===== src/design/intrusion_alarm_controller_macros.svh =====
// Assertion macros shared by the alarm controller RTL.
`ifndef INTRUSION_ALARM_CONTROLLER_MACROS_SVH
`define INTRUSION_ALARM_CONTROLLER_MACROS_SVH

// Same-cycle implication, checked on every clock edge outside reset.
`define IAC_ASSERT_NOW(lbl, pre, post) \
  lbl: assert property (@(posedge clk) disable iff (rst) (pre) |-> (post)) \
    else $error("iac check failed: same-cycle rule");

// Next-cycle implication, checked on every clock edge outside reset.
`define IAC_ASSERT_NEXT(lbl, pre, post) \
  lbl: assert property (@(posedge clk) disable iff (rst) (pre) |=> (post)) \
    else $error("iac check failed: next-cycle rule");

`endif


===== src/design/iac_pkg.sv =====
// Shared widths, request and mode codes, and register indexes for the alarm controller.
package iac_pkg;

  localparam int SENSOR_SLOTS = 6;
  localparam int REQ_W        = 2;
  localparam int MODE_W       = 3;
  localparam int IDX_W        = 3;
  localparam int KIND_W       = 2;
  localparam int KINDS_W      = 12;
  localparam int SEC_W        = 8;
  localparam int MS_W         = 10;
  localparam int BLINK_W      = 16;
  localparam int CFG_IDX_W    = 3;
  localparam int CFG_DATA_W   = 16;

  // request codes
  localparam logic [REQ_W-1:0] REQ_TICK   = 2'd0;
  localparam logic [REQ_W-1:0] REQ_ARM    = 2'd1;
  localparam logic [REQ_W-1:0] REQ_DISARM = 2'd2;
  localparam logic [REQ_W-1:0] REQ_OK     = 2'd3;

  // panel modes
  localparam logic [MODE_W-1:0] MODE_DISARMED = 3'd0;
  localparam logic [MODE_W-1:0] MODE_ARMED    = 3'd1;
  localparam logic [MODE_W-1:0] MODE_ARMING   = 3'd2;
  localparam logic [MODE_W-1:0] MODE_ALARM    = 3'd3;
  localparam logic [MODE_W-1:0] MODE_SHOWN    = 3'd4;

  // configuration register indexes
  localparam logic [CFG_IDX_W-1:0] CFG_ENABLE_MASK  = 3'd0;
  localparam logic [CFG_IDX_W-1:0] CFG_SENSOR_KINDS = 3'd1;
  localparam logic [CFG_IDX_W-1:0] CFG_EXIT_DELAY   = 3'd2;
  localparam logic [CFG_IDX_W-1:0] CFG_BLINK_MS     = 3'd3;
  localparam logic [CFG_IDX_W-1:0] CFG_CHIRP_MS     = 3'd4;

  // register reset values
  localparam logic [SENSOR_SLOTS-1:0] ENABLE_MASK_RST  = 6'd15;
  localparam logic [KINDS_W-1:0]      SENSOR_KINDS_RST = 12'd144;
  localparam logic [SEC_W-1:0]        EXIT_DELAY_RST   = 8'd10;
  localparam logic [BLINK_W-1:0]      BLINK_MS_RST     = 16'd250;
  localparam logic [MS_W-1:0]         CHIRP_MS_RST     = 10'd50;

  localparam logic [MS_W-1:0]  MS_PER_SECOND = 10'd1000;
  localparam logic [SEC_W-1:0] SEC_MAX       = 8'd255;

endpackage


===== src/design/iac_cmd_if.sv =====
// Command channel: request type and sensor levels, valid/ready handshake.
interface iac_cmd_if
  import iac_pkg::*;
();
  logic                    valid;
  logic                    ready;
  logic [REQ_W-1:0]        req_type;
  logic [SENSOR_SLOTS-1:0] sensor_levels;

  modport source (output valid, output req_type, output sensor_levels, input ready);
  modport sink   (input valid, input req_type, input sensor_levels, output ready);
endinterface


===== src/design/iac_status_if.sv =====
// Status channel: panel mode, siren, chirp, countdown and violator, valid/ready handshake.
interface iac_status_if
  import iac_pkg::*;
();
  logic              valid;
  logic              ready;
  logic [MODE_W-1:0] mode_code;
  logic              siren_on;
  logic              chirp_on;
  logic [SEC_W-1:0]  seconds_left;
  logic [IDX_W-1:0]  violator_index;
  logic [KIND_W-1:0] violator_kind;

  modport source (output valid, output mode_code, output siren_on, output chirp_on,
                  output seconds_left, output violator_index, output violator_kind,
                  input ready);
  modport sink   (input valid, input mode_code, input siren_on, input chirp_on,
                  input seconds_left, input violator_index, input violator_kind,
                  output ready);
endinterface


===== src/design/intrusion_alarm_controller.sv =====
// Alarm panel core: command register, single-pass mode update, status register.
//
// Usage:
// - cmd carries one beat per event: a millisecond tick with the sensor levels,
//   an arm request, a disarm request or an OK press.
// - status returns exactly one beat per cmd beat, the panel view after that event.
// - cfg_we/cfg_index/cfg_data write the five setup registers (mask, kinds, exit
//   delay, blink period, chirp length); write them only while the block is idle.
// Timing:
// - A cmd beat lands in the command register; the edge that advances it out runs
//   the mode update and loads the status register, which raises status.valid.
// - One beat per cycle sustained while status.ready holds; the rate is set by the
//   one-pass next-state logic between the command register and the status register.
// Reset (rst, synchronous): panel disarmed, counters and siren cleared,
//   violator 0, setup registers back to their defaults, both stages empty.
// Backpressure: a stalled status beat holds; the command register still takes
//   one more beat, and cmd.ready drops only when both stages are full.
`include "intrusion_alarm_controller_macros.svh"

module intrusion_alarm_controller
  import iac_pkg::*;
(
  input  logic                  clk,
  input  logic                  rst,
  iac_cmd_if.sink               cmd,
  iac_status_if.source          status,
  input  logic                  cfg_we,
  input  logic [CFG_IDX_W-1:0]  cfg_index,
  input  logic [CFG_DATA_W-1:0] cfg_data
);

  // setup registers
  logic [SENSOR_SLOTS-1:0] enable_mask;
  logic [KINDS_W-1:0]      sensor_kinds;
  logic [SEC_W-1:0]        exit_delay_s;
  logic [BLINK_W-1:0]      blink_ms;
  logic [MS_W-1:0]         chirp_ms;

  always_ff @(posedge clk) begin
    if (rst) begin
      enable_mask  <= ENABLE_MASK_RST;
      sensor_kinds <= SENSOR_KINDS_RST;
      exit_delay_s <= EXIT_DELAY_RST;
      blink_ms     <= BLINK_MS_RST;
      chirp_ms     <= CHIRP_MS_RST;
    end else if (cfg_we) begin
      unique case (cfg_index)
        CFG_ENABLE_MASK:  enable_mask  <= cfg_data[SENSOR_SLOTS-1:0];
        CFG_SENSOR_KINDS: sensor_kinds <= cfg_data[KINDS_W-1:0];
        CFG_EXIT_DELAY:   exit_delay_s <= cfg_data[SEC_W-1:0];
        CFG_BLINK_MS:     blink_ms     <= cfg_data[BLINK_W-1:0];
        CFG_CHIRP_MS:     chirp_ms     <= cfg_data[MS_W-1:0];
        default: ;  // unmapped index: dropped
      endcase
    end
  end

  // command register
  logic                    cmd_valid;
  logic [REQ_W-1:0]        cmd_req;
  logic [SENSOR_SLOTS-1:0] cmd_levels;
  logic                    advance;

  assign advance   = cmd_valid && (!status.valid || status.ready);
  assign cmd.ready = !cmd_valid || advance;

  always_ff @(posedge clk) begin
    if (rst) begin
      cmd_valid <= 1'b0;
    end else if (cmd.ready) begin
      cmd_valid <= cmd.valid;
    end
  end

  always_ff @(posedge clk) begin
    if (cmd.ready && cmd.valid) begin
      cmd_req    <= cmd.req_type;
      cmd_levels <= cmd.sensor_levels;
    end
  end

  // panel state
  logic [MODE_W-1:0]  mode, mode_next;
  logic [MS_W-1:0]    ms_in_second, ms_in_second_next;
  logic [SEC_W-1:0]   elapsed_seconds, elapsed_seconds_next;
  logic [BLINK_W-1:0] blink_count, blink_count_next;
  logic               siren, siren_next;
  logic [IDX_W-1:0]   violator, violator_next;

  // lowest enabled sensor that is high
  logic [SENSOR_SLOTS-1:0] hits;
  logic                    hit_found;
  logic [IDX_W-1:0]        hit_idx;

  assign hits = cmd_levels & enable_mask;

  always_comb begin
    hit_found = 1'b0;
    hit_idx   = '0;
    for (int i = SENSOR_SLOTS - 1; i >= 0; i--) begin
      if (hits[i]) begin
        hit_found = 1'b1;
        hit_idx   = IDX_W'(i);
      end
    end
  end

  logic [BLINK_W-1:0] blink_inc;
  logic [BLINK_W-1:0] blink_period;
  logic [MS_W-1:0]    ms_inc;
  logic [SEC_W-1:0]   elapsed_inc;
  logic               busy;

  assign blink_inc    = blink_count + 1'b1;
  assign blink_period = (blink_ms == '0) ? BLINK_W'(1) : blink_ms;
  assign ms_inc       = ms_in_second + 1'b1;
  assign elapsed_inc  = (elapsed_seconds < SEC_MAX) ? elapsed_seconds + 1'b1
                                                    : elapsed_seconds;
  assign busy         = (mode == MODE_ARMING) || (mode == MODE_ALARM);

  always_comb begin
    mode_next            = mode;
    ms_in_second_next    = ms_in_second;
    elapsed_seconds_next = elapsed_seconds;
    blink_count_next     = blink_count;
    siren_next           = siren;
    violator_next        = violator;
    unique case (cmd_req)
      REQ_TICK: begin
        if (mode == MODE_ALARM) begin
          // siren blink; a wrapped count also toggles
          if (blink_inc >= blink_period || blink_inc == '0) begin
            blink_count_next = '0;
            siren_next       = !siren;
          end else begin
            blink_count_next = blink_inc;
          end
        end else if (mode == MODE_ARMING) begin
          // violations ignored during exit countdown
          if (ms_inc >= MS_PER_SECOND) begin
            ms_in_second_next = '0;
            if (elapsed_inc > exit_delay_s) mode_next = MODE_ARMED;
            elapsed_seconds_next = elapsed_inc;
          end else begin
            ms_in_second_next = ms_inc;
            if (elapsed_seconds > exit_delay_s) mode_next = MODE_ARMED;
          end
        end else if (hit_found) begin
          if (mode == MODE_ARMED) begin
            mode_next        = MODE_ALARM;
            violator_next    = hit_idx;
            blink_count_next = '0;
            siren_next       = 1'b1;
          end else if (mode == MODE_DISARMED) begin
            mode_next     = MODE_SHOWN;
            violator_next = hit_idx;
          end
        end else if (mode == MODE_SHOWN) begin
          mode_next = MODE_DISARMED;
        end
      end
      REQ_ARM: begin
        if (!busy) begin
          mode_next            = MODE_ARMING;
          ms_in_second_next    = '0;
          elapsed_seconds_next = '0;
          siren_next           = 1'b0;
          blink_count_next     = '0;
        end
      end
      REQ_DISARM: begin
        if (!busy) mode_next = MODE_DISARMED;
      end
      REQ_OK: begin
        if (busy) begin
          mode_next  = MODE_DISARMED;
          siren_next = 1'b0;
        end
      end
      default: ;
    endcase
  end

  always_ff @(posedge clk) begin
    if (rst) begin
      mode            <= MODE_DISARMED;
      ms_in_second    <= '0;
      elapsed_seconds <= '0;
      blink_count     <= '0;
      siren           <= 1'b0;
      violator        <= '0;
    end else if (advance) begin
      mode            <= mode_next;
      ms_in_second    <= ms_in_second_next;
      elapsed_seconds <= elapsed_seconds_next;
      blink_count     <= blink_count_next;
      siren           <= siren_next;
      violator        <= violator_next;
    end
  end

  // status view of the updated state
  logic              arming_next;
  logic [SEC_W-1:0]  left_next;
  logic              chirp_next;
  logic [KINDS_W-1:0] kinds_shifted;

  assign arming_next   = (mode_next == MODE_ARMING);
  assign left_next     = (arming_next && elapsed_seconds_next <= exit_delay_s)
                         ? exit_delay_s - elapsed_seconds_next : '0;
  assign chirp_next    = arming_next && (ms_in_second_next < chirp_ms);
  assign kinds_shifted = sensor_kinds >> {violator_next, 1'b0};

  always_ff @(posedge clk) begin
    if (rst) begin
      status.valid <= 1'b0;
    end else if (advance) begin
      status.valid <= 1'b1;
    end else if (status.ready) begin
      status.valid <= 1'b0;
    end
  end

  always_ff @(posedge clk) begin
    if (advance) begin
      status.mode_code      <= mode_next;
      status.siren_on       <= (mode_next == MODE_ALARM) && siren_next;
      status.chirp_on       <= chirp_next;
      status.seconds_left   <= left_next;
      status.violator_index <= violator_next;
      status.violator_kind  <= kinds_shifted[KIND_W-1:0];
    end
  end

  // checks
  `IAC_ASSERT_NOW(a_siren_only_in_alarm, status.valid && status.siren_on,
                  status.mode_code == MODE_ALARM)
  `IAC_ASSERT_NOW(a_countdown_only_arming, status.valid && status.seconds_left != '0,
                  status.mode_code == MODE_ARMING)
  `IAC_ASSERT_NEXT(a_advance_fills_status, advance, status.valid)
  `IAC_ASSERT_NOW(a_full_blocks_cmd, cmd_valid && !advance, !cmd.ready)

endmodule

===== src/flat_wrapper.sv =====
// flat-port wrapper written by rule: the top's interface ports become plain ports
module intrusion_alarm_controller_flat import iac_pkg::*;
  (clk, rst, cfg_we, cfg_index, cfg_data, cmd_valid, cmd_req_type, cmd_sensor_levels, cmd_ready, status_valid, status_mode_code, status_siren_on, status_chirp_on, status_seconds_left, status_violator_index, status_violator_kind, status_ready);
  iac_cmd_if cmd_i ();
  iac_status_if status_i ();
  input  logic clk;
  input  logic rst;
  input  logic cfg_we;
  input  logic [CFG_IDX_W-1:0] cfg_index;
  input  logic [CFG_DATA_W-1:0] cfg_data;
  input wire logic [$bits(cmd_i.valid)-1:0] cmd_valid;
  input wire logic [$bits(cmd_i.req_type)-1:0] cmd_req_type;
  input wire logic [$bits(cmd_i.sensor_levels)-1:0] cmd_sensor_levels;
  output wire logic [$bits(cmd_i.ready)-1:0] cmd_ready;
  output wire logic [$bits(status_i.valid)-1:0] status_valid;
  output wire logic [$bits(status_i.mode_code)-1:0] status_mode_code;
  output wire logic [$bits(status_i.siren_on)-1:0] status_siren_on;
  output wire logic [$bits(status_i.chirp_on)-1:0] status_chirp_on;
  output wire logic [$bits(status_i.seconds_left)-1:0] status_seconds_left;
  output wire logic [$bits(status_i.violator_index)-1:0] status_violator_index;
  output wire logic [$bits(status_i.violator_kind)-1:0] status_violator_kind;
  input wire logic [$bits(status_i.ready)-1:0] status_ready;
  assign cmd_i.valid = cmd_valid;
  assign cmd_i.req_type = cmd_req_type;
  assign cmd_i.sensor_levels = cmd_sensor_levels;
  assign cmd_ready = cmd_i.ready;
  assign status_valid = status_i.valid;
  assign status_mode_code = status_i.mode_code;
  assign status_siren_on = status_i.siren_on;
  assign status_chirp_on = status_i.chirp_on;
  assign status_seconds_left = status_i.seconds_left;
  assign status_violator_index = status_i.violator_index;
  assign status_violator_kind = status_i.violator_kind;
  assign status_i.ready = status_ready;
  intrusion_alarm_controller u_core (.clk(clk), .rst(rst), .cmd(cmd_i), .status(status_i), .cfg_we(cfg_we), .cfg_index(cfg_index), .cfg_data(cfg_data));
endmodule

===== config.mk =====
export PLATFORM = sky130hd
export DESIGN_NAME = intrusion_alarm_controller_flat
export DESIGN_NICKNAME = d
export VERILOG_FILES = /design/src/design/iac_pkg.sv /design/src/design/iac_cmd_if.sv /design/src/design/iac_status_if.sv /design/src/design/intrusion_alarm_controller.sv /design/src/flat_wrapper.sv
export VERILOG_INCLUDE_DIRS = /design/src /design/src/design
export SDC_FILE = /design/constraint.sdc
export NUM_CORES = 1
export LEC_CHECK = 0
export BUFFER_PORTS_ARGS = -buffer_cell sky130_fd_sc_hd__buf_4
export CAP_MARGIN = 20
export CORE_UTILIZATION = 60
export DETAILED_ROUTE_END_ITERATION = 10
export PLACE_DENSITY_LB_ADDON = 0.1
export SKIP_LAST_GASP = 1
export SYNTH_ARGS = -nofsm -noshare
export SYNTH_HDL_FRONTEND = slang
export SYNTH_SLANG_ARGS = --single-unit

===== constraint.sdc =====
create_clock -name clk -period 6.8 [get_ports clk]
set_input_delay 1.7 -clock clk [delete_from_list [all_inputs] [get_ports clk]]
set_output_delay 1.7 -clock clk [all_outputs]
set_load 0.02 [all_outputs]

==> impl_metrics.yaml, run 1 <==
synth:
  avgSynthCellArea_sq_um: 7.94
  async_flop_share: 0
  ys_seq_area_frac: 0.358
  synth_cell_types: 61
  yosysTopAreaCell: "dfxtp_1"
  ys_warn_count: 0
  synth-main-ff-cell: "dfxtp_1"
  syn_area_sq_mm: 0.00749
  synth_top_area_share: 0.254
  syn_nets: 1031
  yosysMostFrequentCell: "nand2_1"
  synth_seq_cells: 121
  synth.area.top_cells: "dfxtp_1 25%, edfxtp_1 10%, ha_1 9.0%, nand2_1 7.9%, a21oi_1 6.9%"
  yosys-top-cells-count: "158 x nand2_1, 104 x a21oi_1, 95 x dfxtp_1"
  synth-edff-count: 26
  synthCells: 944
floorplan:
  core-area_sq_mm: 0.0121
  initial_utilization: 0.619
  io_pins: 52
  die_x_um: 114
  die-height_um: 114
  dieArea_sq_mm: 0.0129
  rows: 40
grt:
  overflow: 0
  grt_usage: 0.332
  grt_pass1_vias: 6903
  grt_pass1_wl_um: 33500
  antenna_found_initial: 0
  grt_start_max_net_pins: 107
power:
  sw_frac_of_total: 0.262
  clkPwrFrac: 0.500
  power.switching_uw: 482
  intPower_uw: 1360
  p_comb_frac: 0.081
  leakage_uw: 0.00342
  ir_worst_vdd_uv: 201
  powerDensity_mw_per_mm2: 217
  seqPwrFrac: 0.419
flow_run:
  drv_cap: 0
clock_network:
  cts_buffer_depth: 2
  post_cts_resized: 0
  clock-sinks: 121
  cts_hold_buf: 0
  numCtsBuffers: 17
  clkSlewWorstSetupHoldPaths_ns: 0.06
  postCtsSetupBuffers: 0
  cts_root_buf: "clkbuf_16"
  cts-htree-levels: 4
  cts_tree: "built"
  clk_latency_ns: 0.43
status:
  status: "complete, no violations"
cells_and_area:
  design.final.nets: 1052
  layoutNonFillerInstCount: 1146
  nFillCells: 995
  syn2layout_area_growth_pct: 13.1
  ff_latch_area_sq_mm: 0.00268
  final_layout_size_suffix_gt1_frac: 0.0971
  multiInputGateArea_sq_mm: 0.00438
  antenna_cells: 0
detailed_routing:
  num_vias: 7180
  wirelength_um: 20600
  drt_iter0_drc: 657
  wl_per_cell_um: 18.0
  firstDrtPassIters: 8
  antenna_left: 0
  viasPerCell: 6.27
  drc: 0
placement:
  dp_hpwl_um: 14400
  gp_congestion: 0.895
  place_inst: 1114
  io_buffers: 51
sta:
  rsz0062_at_grt: "no"
  drv_slew: 0
  setup_viol: 0
  fin_tns_setup_ns: 0
  fmax_mhz: 218
  min_period_ns: 4.58
  skew_ns: 0.0118
  max_slew_margin: 0.240
  worst_pin_slew_ns: 1.14
  finalCritPeriodShare: 0.674
  hold_viol: 0
  whs_ns: 0.452
critical_path:
  arrival_ns: 4.84
  crit_path_max_fanout: 9
  startpoint_type: "flop"
  path_class: "reg2reg"
  crit_path_end_kind: "flop"
  cp_data_required_time_ns: 7.06
min_path:
  hold_path.class: "reg2reg"
critical path, cell delays in order (launching register included):
cell      delay [ns]
dfxtp_1         0.47
ha_1            0.31
and4_1          0.34
xnor2_1         0.09
o31a_1          0.27
or2_1           0.35
nor2_1          0.16
o21ai_1         0.19
a21o_1          0.30
fa_1            0.44
nor2b_1         0.17
o21ai_0         0.12
a21boi_0        0.25
o21ai_0         0.19
a31oi_1         0.21
nand3_1         0.28
nor3_1          0.28
cells by family (layout without fill, tap and decap cells):
logic type | Yosys count | count (layout) | synth area share
fa+ha+maj | 55 | 55 | 0.0928
mux | 16 | 16 | 0.0219
compound gates | 225 | 225 | 0.181
flops | 121 | 121 | 0.358
buf+inv | 108 | 142 | 0.0583
xor+xnor | 26 | 26 | 0.0304
simple gates | 393 | 393 | 0.257
power by group through the flow:
stage                     registers [uW]  logic [uW]  clock network (uW)
after floorplan                      785        88.2                   0
after global placement               783         139                   0
after detailed placement             784         144                   0
after CTS                            769         146                 920
after global routing                 771         161                 952
final                                770         148                 920
path summary, 6_finish.rpt:
check                          from                            end  slack, ns  cells past startpoint
max          u_core.ms_in_second[0]  u_core.status.seconds_left[3]       2.22                     16
min          u_core.sensor_kinds[9]         u_core.sensor_kinds[9]       0.45                      2
max reg2reg  u_core.ms_in_second[0]  u_core.status.seconds_left[3]       2.22                     16
min reg2reg  u_core.sensor_kinds[9]         u_core.sensor_kinds[9]       0.45                      2
final cells by class:
cell class | count | area share
inverter | 55 | 0.0243
tap | 168 | 0.0248
clock inverter | 15 | 0.0196
clock buffer | 17 | 0.0502
multi-input combinational | 715 | 0.516
timing repair buffer | 55 | 0.0487
sequential | 121 | 0.316
stage by stage:
| step | util | power (uW) | setup slack (ns) | cell area (sq um) |
|---|---|---|---|---|
| after global routing | 0.700 | 1880 | 1.70 | 8480 |
| after CTS | 0.700 | 1840 | 2.23 | 8480 |
| final | 0.700 | 1840 | 2.22 | 8480 |
| after detailed placement | 0.651 | 929 | 2.26 | 7890 |
| after global placement | 0.651 | 923 | 2.47 | 7890 |
| after floorplan | - | 873 | 2.91 | 7490 |
registers in the layout, indices dropped and copies added, names as in the netlist, 6 cells and up:
register	count
u_core.status.seconds_left	8
u_core.ms_in_second	10
u_core.cmd_levels	6
u_core.blink_ms	16
u_core.sensor_kinds	12
u_core.chirp_ms	10
u_core.enable_mask	6
u_core.blink_count	16
u_core.exit_delay_s	8
u_core.elapsed_seconds	8
cells in the final DEF, fill, tap and decap left out, drive strengths merged, types with 18 or more instances in the layout:
cell type  count
nand3b        21
xnor2         18
nand2        158
nor2          47
nand3         32
nor3          26
o21ai         42
dfxtp         95
inv           60
nand4         34
ha            54
buf           55
a21oi        104
edfxtp        26
metal layers:
layer	track usage	vias up	wire, um
li1	-	3426	-
met1	0.419	3432	8890
met2	0.558	285	10000
met3	0.0786	37	1340
met4	0.113	0	381
met5	0	-	0
No activity file was read; power rests on OpenSTA's default activity.
==> run 2, diff against run 1 <==
==> constraint.sdc (replaced) <==
create_clock -name clk -period 4.3 [get_ports clk]
set_input_delay 1.075 -clock clk [delete_from_list [all_inputs] [get_ports clk]]
set_output_delay 1.075 -clock clk [all_outputs]
set_load 0.02 [all_outputs]
==> run 2 against run 1 <==
Hold slack improved by 0.00055 ns. Critical path type unchanged. Largest power group unchanged. Sequential cell count is the same. Total power is 56% higher. Highest routed layer unchanged. Via count is essentially flat. Worst setup slack worse by 2.0 ns. Maximum frequency increased by 11%. Combinational power rose by 64%.
==> impl_metrics.yaml, run 2 (synthesis results as in run 1) <==
cells_and_area:
  design.final.nets: 1069
  largestRegisters: "u_core.blink_count x16, u_core.blink_ms x16, u_core.sensor_kinds x12"
  syn2layout_area_growth_pct: 15.1
  final_layout_size_suffix_gt1_frac: 0.118
  layout_common_cells: "158 x nand2_1, 104 x a21oi_1, 94 x dfxtp_1"
  antenna_cells: 0
  final_common_cell: "nand2_1"
power:
  p_comb_frac: 0.085
  seqPwrFrac: 0.425
  leakage_uw: 0.00349
  ir_worst_vdd_uv: 267
  power.switching_uw: 718
  power_uw: 2860
  powerDensity_mw_per_mm2: 332
  sw_frac_of_total: 0.251
  clkPwrFrac: 0.490
  intPower_uw: 2140
floorplan:
  die_x_um: 114
  initial_utilization: 0.619
  rows: 40
  dieArea_sq_mm: 0.0129
  io_pins: 52
  die-height_um: 114
  core-area_sq_mm: 0.0121
critical_path:
  reg2reg_depth: 17
  slowest_stage: "dfxtp_2"
  crit_path_end_kind: "flop"
  r2r_start: "u_core.ms_in_second[1]"
  crit_buf_inv: 0
  startpoint_type: "flop"
  cp_data_required_time_ns: 4.55
  max_stage_delay_ns: 0.39
  r2r_end: "u_core.status.seconds_left[3]"
  crit_path_max_fanout: 8
  path_cells: "ha_2 -> and4_2 -> xnor2_1 -> o31a_1 -> nor2_1 -> nand3_1 -> a21oi_1 -> o21ai_0 -> ha_1 -> fa_1 -> nor2b_1 -> o21ai_0 -> a21boi_1 -> o21ai_1 -> a31oi_1 -> nand3_2 -> nor3_1"
  crit_family: "compound AO/OA/AOI/OAI gates"
  path_class: "reg2reg"
  arrival_ns: 4.37
  crit_path_start: "u_core.ms_in_second[1]"
  crit_top_cell: "o21ai_0"
  reg2reg_slack_ns: 0.17
flow_run:
  drv_cap: 0
status:
  status: "complete, no violations"
clock_network:
  cts_buffer_depth: 2
  cts-htree-levels: 4
  clock-sinks: 121
  cts_hold_buf: 0
  clkSlewWorstSetupHoldPaths_ns: 0.06
  cts_tree: "built"
  numCtsBuffers: 17
  cts_root_buf: "clkbuf_16"
  clk_latency_ns: 0.42
grt:
  grt_start_max_net_pins: 64
  grtUsageMet2: 0.565
  grt_use_met3: 0.0600
  antenna_found_initial: 0
  grt_pass1_vias: 6894
  use_met1: 0.389
  grt_pass1_wl_um: 32900
  grt_usage: 0.324
  top_usage_layer: "met2"
  overflow: 0
sta:
  skew_ns: 0.00955
  fin_tns_setup_ns: 0
  fmax_mhz: 242
  hold_viol: 0
  whs_ns: 0.453
  finalCritPeriodShare: 0.960
  setup_viol: 0
  drv_slew: 0
  max_slew_margin: 0.364
  worst_pin_slew_ns: 0.950
  min_period_ns: 4.13
detailed_routing:
  antenna_left: 0
  drt_iter0_drc: 697
  viasPerCell: 6.18
  wirelength_um: 20300
  drc: 0
  firstDrtPassIters: 6
  num_vias: 7185
  wl_per_cell_um: 17.5
placement:
  gp_congestion: 0.937
  dp_hpwl_um: 14400
  io_buffers: 51
min_path:
  min-delay-start: "u_core.sensor_kinds[2]"
  hold_depth: 2
  hold_path_end: "u_core.sensor_kinds[2]"
  hold_path.class: "reg2reg"
==> run 2: worst max-delay path by stage <==
stage / to / slack, ns / depth (start not counted)
global placement: u_core.status.seconds_left[4] / 0.27 / 17
detailed placement: u_core.status.seconds_left[4] / 0.09 / 17
global route: u_core.status.seconds_left[3] / -0.05 / 16
finish: u_core.status.seconds_left[3] / 0.17 / 17
CTS: u_core.status.seconds_left[2] / 0.04 / 17
floorplan: u_core.status.seconds_left[3] / 0.41 / 18
==> run 2: worst min-delay path: cells and delay by family, from the launching register on <==
kind / cells / cell delay [ns]
compound gates: 1 / 0.05
flops: 1 / 0.30
simple gates: 1 / 0.05
==> run 2: area by class of cell <==
cell class / instances / area [sq um]
multi-input cells: 715 / 4400
fillers: 992 / 3490
flip-flops and latches: 121 / 2680
repair buffers: 72 / 541
clock buffers: 18 / 429
well taps: 168 / 210
inverters: 55 / 206
clock inverters: 14 / 151
==> run 2: repair_timing <==
action,4_1_cts,5_1_grt
gates resized for setup,1,9
setup endpoints to repair,2,9
buffers inserted,0,1
pin swaps,0,2
hold endpoints to repair,0,0
==> run 2: power groups by stage <==
stage	Combinational (uW)	Sequential (uW)	Clock, uW
floorplan	139	1240	0
global placement	228	1240	0
detailed placement	235	1240	0
CTS	238	1220	1410
global route	264	1220	1460
finish	243	1220	1400
==> run 2: layer usage <==
metal	share of wire	routed length, um
met5	0	0
met4	0.027	543
met3	0.058	1190
met2	0.49	10000
met1	0.42	8560
==> run 2: metrics by stage <==
step	instance area, sq um	instances	worst slack (ns)	util
floorplan	7490	944	0.407	-
global placement	8010	1130	0.267	0.661
detailed placement	8010	1130	0.0881	0.661
CTS	8590	1162	0.0426	0.710
global route	8620	1163	-0.0503	0.712
finish	8620	1163	0.174	0.712
==> run 3, diff against run 2 <==
--- a/config.mk
+++ b/config.mk
@@ -11,6 +11,7 @@
 export CORE_UTILIZATION = 60
 export DETAILED_ROUTE_END_ITERATION = 10
 export PLACE_DENSITY_LB_ADDON = 0.1
+export SKIP_CTS_REPAIR_TIMING = 1
 export SKIP_LAST_GASP = 1
 export SYNTH_ARGS = -nofsm -noshare
 export SYNTH_HDL_FRONTEND = slang
==> constraint.sdc (replaced) <==
create_clock -name clk -period 3.8 [get_ports clk]
set_input_delay 0.95 -clock clk [delete_from_list [all_inputs] [get_ports clk]]
set_output_delay 0.95 -clock clk [all_outputs]
set_load 0.02 [all_outputs]
==> run 3 against run 2 <==
Global-route usage rose by 0.32 points. Sequential share of layout area fell by 0.72 points. Register-to-register slack lost 0.05 ns. Design area up 2.6%. Clock skew is 0.0041 ns lower. Via count grew 0.11%. Sequential power up 12%. Core utilization is 1.9 points higher. Critical path type unchanged. Largest cell class unchanged. Largest power group unchanged. Highest routed layer unchanged.
==> impl_metrics.yaml, run 3 (synthesis results as in run 1) <==
min_path:
  hold_path.class: "reg2reg"
detailed_routing:
  drt_iter0_drc: 590
  num_vias: 7193
  viasPerCell: 6.09
  drc: 0
  firstDrtPassIters: 5
  dr_wl_met2_um: 10000
  wl_met1_um: 8700
  wl_per_cell_um: 17.3
  topRoutingLayerUsed: "met4"
  antenna_left: 0
  wl_met3_um: 1080
  wirelength_um: 20500
floorplan:
  rows: 40
  dieArea_sq_mm: 0.0129
  initial_utilization: 0.619
  io_pins: 52
  die-height_um: 114
  die_x_um: 114
  core-area_sq_mm: 0.0121
critical_path:
  arrival_ns: 3.85
  path_cells: "ha_1 -> and4_1 -> xnor2_1 -> o31a_1 -> or2_1 -> buf_4 -> or3_4 -> a21o_1 -> a21oi_1 -> ha_1 -> a311oi_2 -> a31oi_1 -> nand3_2 -> nor3_1"
  crit_family: "simple AND/OR/NAND/NOR gates"
  path_class: "reg2reg"
  crit_buf_inv: 1
  max_stage_delay_ns: 0.38
  crit_top_cell: "ha_1"
  cp_data_required_time_ns: 3.98
  startpoint_type: "flop"
  crit_path_end_kind: "flop"
  slowest_stage: "or3_4"
  crit_path_max_fanout: 8
grt:
  antenna_found_initial: 0
  grt_pass1_wl_um: 33200
  grt_start_max_net_pins: 66
  grt_usage: 0.328
  overflow: 0
  grt_pass1_vias: 6876
clock_network:
  cts-htree-levels: 4
  cts_buffer_depth: 2
  clkSlewWorstSetupHoldPaths_ns: 0.06
  clock-sinks: 121
  cts_tree: "built"
  numCtsBuffers: 17
  cts_root_buf: "clkbuf_16"
  clk_latency_ns: 0.43
cells_and_area:
  syn2layout_area_growth_pct: 18.1
  final_core_util: 0.731
  design.final.nets: 1088
  final_layout_size_suffix_gt1_frac: 0.152
  layout_common_cells: "158 x nand2_1, 102 x a21oi_1, 91 x buf_4, 91 x dfxtp_1, 55 x inv_1"
  largestRegisters: "u_core.blink_count x16, u_core.blink_ms x16, u_core.sensor_kinds x12"
  antenna_cells: 0
  final_cell_area_sq_mm: 0.00885
  nFillCells: 966
  final_common_cell: "nand2_1"
placement:
  gp_congestion: 0.962
  dpl_worst_slack_ns: 0.0427
  dp_hpwl_um: 14700
  io_buffers: 51
  place_area_sq_mm: 0.00813
power:
  clkPwrFrac: 0.499
  powerDensity_mw_per_mm2: 374
  intPower_uw: 2460
  p_comb_frac: 0.086
  ir_worst_vdd_uv: 309
  seqPwrFrac: 0.415
  power_uw: 3310
  power.switching_uw: 852
  leakage_uw: 0.00362
  sw_frac_of_total: 0.257
status:
  status: "complete, no violations"
sta:
  finalCritPeriodShare: 0.967
  rsz0062_at_grt: "yes"
  min_period_ns: 3.68
  drv_slew: 0
  worst_pin_slew_ns: 0.993
  fmax_mhz: 272
  setup_viol: 0
  setup_ws_ns: 0.124
  max_slew_margin: 0.335
  skew_ns: 0.00548
  hold_viol: 0
flow_run:
  drv_cap: 0
==> run 3: cell types whose count changed in the layout (fill, tap and decap cells not counted), sizes merged <==
cell    before  now
buf         72   91
clkinv       8    3
inv         57   62
==> run 3: power groups by stage <==
| stage | Sequential [uW] | Clock (uW) | Combinational, uW |
|---|---|---|---|
| 6_report | 1370 | 1650 | 284 |
| 5_1_grt | 1380 | 1710 | 308 |
| 4_1_cts | 1370 | 1660 | 276 |
| 3_5_place_dp | 1400 | 0 | 273 |
| 3_3_place_gp | 1400 | 0 | 264 |
| 2_1_floorplan | 1400 | 0 | 159 |
==> run 3: worst paths after layout <==
kind | start | depth (start not counted) | slack [ns] | endpoint
worst max-delay path | u_core.ms_in_second[1] | 14 | 0.12 | u_core.status.seconds_left[3]
worst min register to register | u_core.chirp_ms[8] | 2 | 0.45 | u_core.chirp_ms[8]
worst max register to register | u_core.ms_in_second[1] | 14 | 0.12 | u_core.status.seconds_left[3]
worst min-delay path | u_core.chirp_ms[8] | 2 | 0.45 | u_core.chirp_ms[8]
==> run 3: cell type report <==
| cell class | count | area (sq um) | area share |
|---|---|---|---|
| multi-input cells | 715 | 4460 | 0.504 |
| flip-flops and latches | 121 | 2690 | 0.304 |
| repair buffers | 91 | 683 | 0.0772 |
| clock buffers | 18 | 439 | 0.0496 |
| well taps | 168 | 210 | 0.0238 |
| inverters | 55 | 206 | 0.0233 |
| clock inverters | 14 | 161 | 0.0182 |
==> run 3: worst reg2reg max path: cells and delay by family, from the launching register on <==
| family | cells | cell delay [ns] |
|---|---|---|
| flip-flops | 1 | 0.36 |
| buffers and inverters | 1 | 0.18 |
| AO/OA/AOI/OAI | 5 | 1.10 |
| adder cells (fa/ha/maj) | 2 | 0.51 |
| AND/OR/NAND/NOR | 5 | 1.15 |
| XOR/XNOR | 1 | 0.13 |
==> run 3: through the flow <==
| stage | hold slack (ns) | cells | setup TNS, ns |
|---|---|---|---|
| after global placement | 0.443 | 1146 | 0 |
| after floorplan | 0.436 | 944 | 0 |
| after detailed placement | 0.448 | 1146 | 0 |
| after global routing | 0.475 | 1182 | -0.0300 |
| final | 0.453 | 1182 | 0 |
| after CTS | 0.456 | 1178 | 0 |
==> run 3: metal layers <==
layer,global-route usage,vias to the layer above
met3,0.0515,56
met5,0,-
met4,0.175,0
li1,-,3492
met1,0.410,3408
met2,0.544,237
